## config.mk

```make
export PLATFORM = sky130hd
export DESIGN_NAME = e2d_cordic_cell
export DESIGN_NICKNAME = d
export VERILOG_FILES = /design/src/design/assert_macros.svh /design/src/design/e2d_pkg.sv /design/src/design/e2d_cordic_cell.sv
export SDC_FILE = /design/constraint.sdc
export NUM_CORES = 1
export LEC_CHECK = 0
export BUFFER_PORTS_ARGS = -buffer_cell sky130_fd_sc_hd__buf_4
export CORE_ASPECT_RATIO = 1.5
export CORE_UTILIZATION = 57
export DETAILED_ROUTE_END_ITERATION = 8
export HOLD_SLACK_MARGIN = 0.02
export PLACE_DENSITY = 0.85
export SYNTH_ARGS = -nofsm -noshare
export SYNTH_HDL_FRONTEND = slang
export SYNTH_SLANG_ARGS = --single-unit
```

## constraint.sdc

```tcl
create_clock -name clk -period 4.1 [get_ports clk]
set_input_delay 0.205 -clock clk [delete_from_list [all_inputs] [get_ports clk]]
set_output_delay 0.205 -clock clk [all_outputs]
set_load 0.03 [all_outputs]
```

## src/design/assert_macros.svh

```systemverilog
// Assertion helpers used by the core design file.
`ifndef ASSERT_MACROS_SVH
`define ASSERT_MACROS_SVH
`ifndef NO_ASSERTIONS
// Same-cycle implication, checked on every rising edge out of reset.
`define E2D_ASSERT_IMP(label, clk, rst_n, ante, cons) \
	label: assert property (@(posedge clk) disable iff (!(rst_n)) (ante) |-> (cons)) \
		else $error("assertion failed");
// Next-cycle implication.
`define E2D_ASSERT_NXT(label, clk, rst_n, ante, cons) \
	label: assert property (@(posedge clk) disable iff (!(rst_n)) (ante) |=> (cons)) \
		else $error("assertion failed");
`else
`define E2D_ASSERT_IMP(label, clk, rst_n, ante, cons)
`define E2D_ASSERT_NXT(label, clk, rst_n, ante, cons)
`endif
`endif

```

## src/design/e2d_pkg.sv

```systemverilog
`timescale 1ns / 1ps
package e2d_pkg;
	localparam int CORDIC_STAGES_DEF = 16;
	localparam int FRAC_BITS_DEF = 16;
	localparam int ATAN_LEN = 24;
	// Width of the Q30 CORDIC datapath, with headroom for sign and gain.
	localparam int CW = 34;
	localparam logic [24:0] DEG_TO_RAD_Q30 = 25'd18740330;
	localparam logic signed [CW-1:0] INV_GAIN_Q30 = 34'sd652032874;

	typedef struct packed {
		logic signed [CW-1:0] x;
		logic signed [CW-1:0] y;
		logic signed [CW-1:0] z;
		logic                 flip;
	} cord_t;

	// Arctangent of 2^-i in Q30, truncated.
	function automatic logic [31:0] atan_q30(input int i);
		logic [31:0] a;
		case (i)
			0: a = 32'h3243F6A8;  1: a = 32'h1DAC6705;
			2: a = 32'h0FADBAFC;  3: a = 32'h07F56EA6;
			4: a = 32'h03FEAB76;  5: a = 32'h01FFD55B;
			6: a = 32'h00FFFAAA;  7: a = 32'h007FFF55;
			8: a = 32'h003FFFEA;  9: a = 32'h001FFFFD;
			10: a = 32'h000FFFFF; 11: a = 32'h0007FFFF;
			12: a = 32'h0003FFFF; 13: a = 32'h0001FFFF;
			14: a = 32'h0000FFFF; 15: a = 32'h00007FFF;
			16: a = 32'h00003FFF; 17: a = 32'h00001FFF;
			18: a = 32'h00000FFF; 19: a = 32'h000007FF;
			20: a = 32'h000003FF; 21: a = 32'h000001FF;
			22: a = 32'h000000FF; 23: a = 32'h0000007F;
			default: a = 32'h0;
		endcase
		return a;
	endfunction
endpackage

```

## src/design/e2d_cordic_cell.sv

```systemverilog
`timescale 1ns / 1ps
module e2d_cordic_cell import e2d_pkg::*; #(
	parameter int IDX = 0
) (
	input  logic  clk,
	input  logic  adv,
	input  cord_t d,
	output cord_t q
);
	localparam logic signed [CW-1:0] ATAN = CW'(atan_q30(IDX));

	logic signed [CW-1:0] dx, dy;

	// Arithmetic shifts round toward minus infinity.
	assign dx = d.y >>> IDX;
	assign dy = d.x >>> IDX;

	always_ff @(posedge clk) begin
		if (adv) begin
			q.flip <= d.flip;
			if (!d.z[CW-1]) begin
				q.x <= d.x - dx;
				q.y <= d.y + dy;
				q.z <= d.z - ATAN;
			end else begin
				q.x <= d.x + dx;
				q.y <= d.y - dy;
				q.z <= d.z + ATAN;
			end
		end
	end
endmodule

```

* Word-level counts from Yosys, hierarchy flattened
Index checks and enable logic that the tools add are counted.
** Storage, ports and cells
- Input bits :: 105
- Register bits :: 103
- Logic and storage cells :: 10
** Cells by class
- $add $sub $neg :: 5
- Multiplexer cells :: 1
** Operators by type and width (number)
- two-way mux 102 bit :: 1
- subtractor 34 bit :: 2
- adder 34 x 31 -> 34 bit (second input constant) :: 1
- adder 34 bit :: 1
- subtractor 34 x 31 -> 34 bit (second input constant) :: 1

* Depth between registers and ports, before layout
Gate-level depths: netlist of run 1.
- Depth after elaboration :: 2
- Gate-level depth with buffers :: 13
- Mapped depth without buffers :: 11

* Worst setup path before layout of run 1
Ideal clock, no wire load.
- Kind :: input -> register
- Start :: input d[34] in the netlist's numbering
- End :: register q[30] in the netlist's numbering, data pin
- Required time :: 3.834 ns
- Arrival :: 3.515 ns
- Stages on the path :: 13
- Slack :: 0.320 ns
- Path through :: clkbuf_1 inv_1 clkbuf_1 buf_1 ha_1 o21ai_0 nor2_1 o31a_1 a211o_1 a311o_1 a21oi_2 nor3_1 or3b_1
** Between the ends
- Longest elaborated chain between the ends :: 1
** Ends and longest elaborated chain
- from (decl) :: RTL line e2d_cordic_cell.sv:7 : input cord_t d,
- two-way mux 102 bit :: RTL line e2d_cordic_cell.sv:21 : if (!d.z[CW-1]) begin
- to (decl) :: RTL line e2d_cordic_cell.sv:8 : output cord_t q
No other way between the ends.
A chain may end at the register's enable or synchronous reset.

* Worst setup path after layout of run 1
- Start :: input d[34] in the netlist's numbering
- End :: register q[33] in the netlist's numbering, data pin
The elaborated chain is that of the path after synthesis.

==> run_results.csv, run 1 <==
group,metric,value,unit
layout,regMostFlops,"q",
worst_setup_path,crit_start,"d[34]",
job,maxCapViolations,0,
timing,rsz0062_at_grt,"false",
timing,finalCritPeriodShare,0.800,
layout,fillers,1483,
grt,grt_pass1_vias,9635,
die,ios,208,
placement,pre_cts_slack,0.571,ns
placement,place_hpwl,24.2,mm
clock_network,cts.path.max_buffers,2,
timing,worst_pin_slew,1.01,ns
placement,dp.cells,1591,
layout,mostFrequentLayoutCells,"buf_4, a21oi_1, ha_1, inv_1, edfxtp_1",
logic_synthesis,yosysSeqAreaShare,0.293,
clock_network,cts.reportedPaths.clkPinSlew,0.07,ns
clock_network,cts_made_buffers,9,
timing,post-route-worst-setup-slack,0.819,ns
worst_setup_path,endpoint_kind,"flop",
drt,ant_nets,0,
power,fin_total_pwr,0.00425,W
die,row_count,60,
logic_synthesis,syn_area,10500,µm²
layout,diodes,0,
grt,grt_usage,0.323,
power,ir_drop,0.217,mV
drt,vias_per_cell,6.22,
clock_network,h-tree-depth,3,
grt,gr-total-overflow,0,
layout,drive_gt1_frac,0.182,
grt,antenna_found_initial,0,
worst_setup_path,criticalPathCategory,"input port to flop",
logic_synthesis,async_flop_share,0,
layout,final_common_cell,"buf_4",
layout,stdcell_count,1608,
die,fp.coreArea,17900,µm²
worst_setup_path,cpPeakStageDelay,0.60,ns
logic_synthesis,syn_nets,1445,
clock_network,cts_setup_buffers,0,
worst_setup_path,endpoint,"q[33]",
logic_synthesis,syn_inst,1208,
timing,whs,0.0268,ns
clock_network,cts_resized,0,
layout,synthToLayoutAreaGrowth,19.0,%
worst_setup_path,crit_required,4.25,ns
logic_synthesis,ys_ff_latch,102,
drt,firstDrtPassIters,5,
timing,setup_viol,0,
clock_network,tritoncts,"built",
die,initial_core_util,0.584,
clock_network,cts_root_buffer,"clkbuf_16",
timing,fmax,305,MHz
clock_network,cts_sinks,102,
drt,drt_iter0_drc,1008,
layout,top_regs,"q x102",
timing,max-slew-margin-rel,0.326,
logic_synthesis,postSynthAreaPerCell,8.67,µm²
power,leakagePower,5.58,nW
drt,totalWireLength,30.8,mm
die,die-height,168,µm
timing,final_hold_viol_count,0,
logic_synthesis,synthDistinctLibCells,79,
layout,largest_reg_flops,102,
worst_hold_path,hold_path.class,"input port to flop",
outcome,status,"finished, final reports clean",
placement,io_buffers,207,
worst_setup_path,arrival,3.43,ns
timing,final.setup.tns,0,ns
drt,wl_per_cell,19.1,µm
logic_synthesis,synth_edf_count,102,
worst_setup_path,start_kind,"input port",
layout,register_area,3060,µm²
worst_setup_path,path_cells,"buf_4, inv_1, buf_4, buf_4, ha_1, a211oi_1, nor2_1, a211oi_1, nor3_1, o21ai_0, a21oi_1, o311ai_0",
layout,nNetsFinal,1624,
timing,fin_crit,3.28,ns
logic_synthesis,dominantRegCellSynth,"edfxtp_1",
worst_setup_path,critPathMaxFanout,36,
grt,grt_pass1_wl,48.3,mm
grt,grt_max_degree,79,
drt,drc,0,
placement,gp_congestion,0.973,
drt,vias,10007,
die,die-area,18900,µm²
die,fp.dieW,113,µm
power,p_per_area,341,nW/µm²
layout,multi_input_area,6760,µm²
worst_setup_path,critPathSlowestCell,"o21ai_0",
logic_synthesis,ys.warnings.count,0,
timing,slew_violations,0,
worst_setup_path,path_common_cell,"buf_4",
## stage by stage
| stage | util | area, µm² |
|---|---|---|
| 2_1_floorplan | - | 10500 |
| 3_3_place_gp | 0.677 | 12100 |
| 4_1_cts | 0.693 | 12400 |
| 5_1_grt | 0.694 | 12500 |
| 6_report | 0.694 | 12500 |
| 3_5_place_dp | 0.677 | 12100 |
## how the worst min path moves through the flow
| stage | end | cells after the start | start | slack [ns] |
|---|---|---|---|---|
| after global placement | q[1] | 1 | d[1] | 0.38 |
| after floorplan | q[0] | 0 | d[0] | 0.30 |
| after global routing | q[0] | 1 | d[0] | 0.02 |
| final | q[0] | 1 | d[0] | 0.03 |
| after detailed placement | q[0] | 1 | d[0] | 0.38 |
| after CTS | q[0] | 1 | d[0] | 0.02 |
## Yosys cell counts (5+ instances only)
library cell | number | area (µm²)
a21oi_1 | 132 | 661
ha_1 | 128 | 1600
inv_1 | 105 | 394
edfxtp_1 | 102 | 3060
nor2_1 | 99 | 372
xnor2_1 | 68 | 596
o21ai_0 | 66 | 330
nand2_1 | 52 | 195
a21o_1 | 39 | 293
clkbuf_1 | 29 | 109
nor3_1 | 26 | 130
a211oi_1 | 24 | 180
nand3_1 | 24 | 120
o21bai_1 | 20 | 150
xor2_1 | 19 | 166
nor2b_1 | 17 | 106
o31ai_1 | 17 | 128
nand2b_1 | 16 | 100
nand4_1 | 16 | 100
mux2i_1 | 15 | 150
o21a_1 | 14 | 105
buf_2 | 12 | 60.1
and3_1 | 10 | 62.6
a31oi_1 | 9 | 56.3
o211ai_1 | 9 | 67.6
nor4_1 | 7 | 43.8
or3_1 | 7 | 43.8
a21boi_0 | 6 | 45.0
buf_1 | 6 | 22.5
o22ai_1 | 6 | 37.5
o31a_1 | 6 | 52.6
o21ai_1 | 5 | 25.0
## worst max-delay path, delay by kind of cell
| kind | cells | cell delay, ns |
|---|---|---|
| compound gates | 5 | 1.73 |
| buf+inv | 4 | 0.89 |
| simple gates | 2 | 0.24 |
| fa+ha+maj | 1 | 0.34 |
## power breakdown
| part | leakage [nW] | internal (W) | total (W) | switching [W] |
|---|---|---|---|---|
| Combinational | 4.44 | 0.000736 | 0.00194 | 0.00121 |
| Sequential | 0.999 | 0.00138 | 0.00144 | 0.0000555 |
| Clock | 0.139 | 0.000473 | 0.000870 | 0.000396 |
| Total | 5.58 | 0.00259 | 0.00425 | 0.00166 |
## routing by layer
metal  wire [µm]  vias to the layer above  track usage
met1       11500                     4655        0.363
met4        1400                        0        0.162
met2       15900                      486        0.595
li1            -                     4764            -
met3        1950                      102       0.0410
met5           0                        -            0
## logic make-up after synthesis
logic type                 synth area share
buffers and inverters                0.0617
muxes                                0.0143
AOI/OAI and AO/OA                     0.261
DFF                                   0.293
adders and majority gates             0.161
and+or+nand+nor                       0.137
xor gates and xnor gates             0.0728
## area by class of cell
type / instances / area share
Timing Repair Buffer: 220 / 0.133
Clock inverter: 5 / 0.00482
Inverter: 110 / 0.0332
Multi-Input combinational cell: 944 / 0.543
Clock buffer: 10 / 0.0184
Tap cell: 217 / 0.0218
Sequential cell: 102 / 0.246
## repair_timing
action | CTS | global route
endpoints found under the setup margin | 0 | 0
hold endpoints to repair | 0 | 2
hold buffers | 0 | 2
Power figures use the tool's default switching activity.
==> run 2, diff against run 1 <==
==> constraint.sdc (replaced) <==
create_clock -name clk -period 3.07 [get_ports clk]
set_input_delay 0.1535 -clock clk [delete_from_list [all_inputs] [get_ports clk]]
set_output_delay 0.1535 -clock clk [all_outputs]
set_load 0.03 [all_outputs]
==> run 2 against run 1 <==
  * First-iteration DRC count shrank 13%
  * Die area is the same
  * Global-route usage grew 2.0 points
  * Flip-flop and latch count is the same
  * Routed wire length grew 6.2%
  * Count of clock-buffer cells in the layout shrank 1
==> run_results.csv, run 2 (same netlist as run 1, synthesis figures left out) <==
group,metric,value,unit
timing,worst_pin_slew,0.810,ns
placement,placed_area,12900,µm²
drt,drc,0,
drt,vias_per_cell,6.10,
die,initial_core_util,0.584,
drt,ant_nets,0,
worst_setup_path,arrival,2.86,ns
layout,multi_input_area,6770,µm²
power,leakagePower,6.06,nW
power,ir_drop,0.225,mV
timing,final_hold_viol_count,0,
drt,drt_iter0_drc,879,
timing,setup_viol,0,
clock_network,cts_sinks,102,
worst_setup_path,endpoint,"q[33]",
worst_setup_path,criticalPathCategory,"input port to flop",
drt,firstDrtPassIters,7,
worst_setup_path,endpoint_kind,"flop",
timing,slew_violations,0,
grt,grt_pass1_wl,51.4,mm
layout,nNetsFinal,1720,
clock_network,cts.path.max_buffers,2,
clock_network,cts_setup_buffers,0,
grt,grt_usage,0.343,
worst_setup_path,path_common_cell,"buf_4",
worst_setup_path,cpPeakStageDelay,0.39,ns
power,fin_total_pwr,0.00593,W
grt,gr-total-overflow,0,
worst_setup_path,crit_required,3.21,ns
layout,mostFrequentLayoutCells,"buf_4, a21oi_1, ha_1, inv_1, edfxtp_1",
layout,fillers,1379,
timing,final.setup.tns,0,ns
die,fp.coreArea,17900,µm²
die,ios,208,
worst_setup_path,critPathSlowestCell,"o311ai_0",
timing,post-route-worst-setup-slack,0.346,ns
clock_network,h-tree-depth,3,
die,die-area,18900,µm²
layout,stdcell_count,1705,
die,fp.dieW,113,µm
timing,max-slew-margin-rel,0.457,
timing,finalCritPeriodShare,0.887,
clock_network,cts_made_buffers,9,
placement,place_hpwl,26.4,mm
timing,fmax,367,MHz
clock_network,cts_root_buffer,"clkbuf_16",
drt,vias,10394,
clock_network,tritoncts,"built",
placement,dp.cells,1685,
layout,largest_reg_flops,102,
worst_setup_path,critPathMaxFanout,18,
grt,grt_pass1_vias,10278,
power,p_per_area,449,nW/µm²
grt,grt_max_degree,67,
drt,totalWireLength,32.7,mm
timing,fin_crit,2.72,ns
layout,final_area,13200,µm²
worst_setup_path,start_kind,"input port",
layout,diodes,0,
placement,pre_cts_slack,-0.000810,ns
timing,rsz0062_at_grt,"false",
worst_setup_path,path_cells,"buf_4, inv_4, buf_4, ha_1, and3_1, and3_1, a211oi_1, nor3_1, o21ai_0, buf_4, a21oi_1, o311ai_0",
clock_network,cts.reportedPaths.clkPinSlew,0.08,ns
grt,antenna_found_initial,0,
layout,drive_gt1_frac,0.237,
outcome,status,"finished, final reports clean",
layout,final_common_cell,"buf_4",
layout,regMostFlops,"q",
die,die-height,168,µm
placement,gp_congestion,1.03,
layout,top_regs,"q x102",
layout,synthToLayoutAreaGrowth,26.2,%
worst_setup_path,crit_start,"d[34]",
worst_hold_path,hold_path.class,"input port to flop",
layout,register_area,3060,µm²
job,maxCapViolations,0,
drt,wl_per_cell,19.2,µm
placement,io_buffers,207,
die,row_count,60,
run 2: cell types whose count changed in the layout (fill, tap and decap cells not counted), sizes merged:
cell         before  now
clkinvlp          1    0
clkinv            3    4
buf             218  312
dlygate4sd3       2    4
clkbuf           10    9
inv             110  112
run 2: timing repair:
action                     4_1_cts  5_1_grt
resized for setup                0        0
setup endpoints to repair        0        0
hold buffers                     4        0
hold endpoints to repair         4        0
run 2: metal layers:
layer / global-route usage / wire [µm] / part of all wire / vias up
met5: 0 / 0 / 0 / -
met4: 0.161 / 1430 / 0.044 / 0
met3: 0.0446 / 1920 / 0.059 / 97
met2: 0.633 / 17100 / 0.52 / 460
met1: 0.388 / 12200 / 0.37 / 4892
li1: - / - / - / 4945
run 2: final cells by class:
type / instances / area share
multi-input combinational: 944 / 0.512
tap: 217 / 0.0205
clock buffer: 9 / 0.0170
sequential: 102 / 0.232
inverter: 110 / 0.0314
timing repair buffer: 316 / 0.181
clock inverter: 7 / 0.00587
run 2: metrics by stage:
step	hold slack (ns)	utilization
CTS	0.0887	0.737
detailed placement	0.333	0.718
floorplan	0.252	-
global route	0.0870	0.737
global placement	0.331	0.718
finish	0.0921	0.737
run 2: worst max-delay path, delay by kind of cell:
kind,cells,cell delay [ns]
simple gates,3,0.52
compound gates,4,1.13
fa+ha+maj,1,0.34
buf+inv,4,0.72
run 2: how the worst min path moves through the flow:
stage / depth (start not counted) / slack (ns) / endpoint / startpoint
6_report: 2 / 0.09 / q[4] / d[4]
5_1_grt: 2 / 0.09 / q[4] / d[4]
4_1_cts: 2 / 0.09 / q[4] / d[4]
3_5_place_dp: 1 / 0.33 / q[1] / d[1]
3_3_place_gp: 1 / 0.33 / q[3] / d[3]
2_1_floorplan: 0 / 0.25 / q[0] / d[0]
run 2: power by group:
group | internal [W] | switching [W]
logic | 0.00112 | 0.00167
clock network | 0.000645 | 0.000578
registers | 0.00184 | 0.0000769
total | 0.00361 | 0.00232
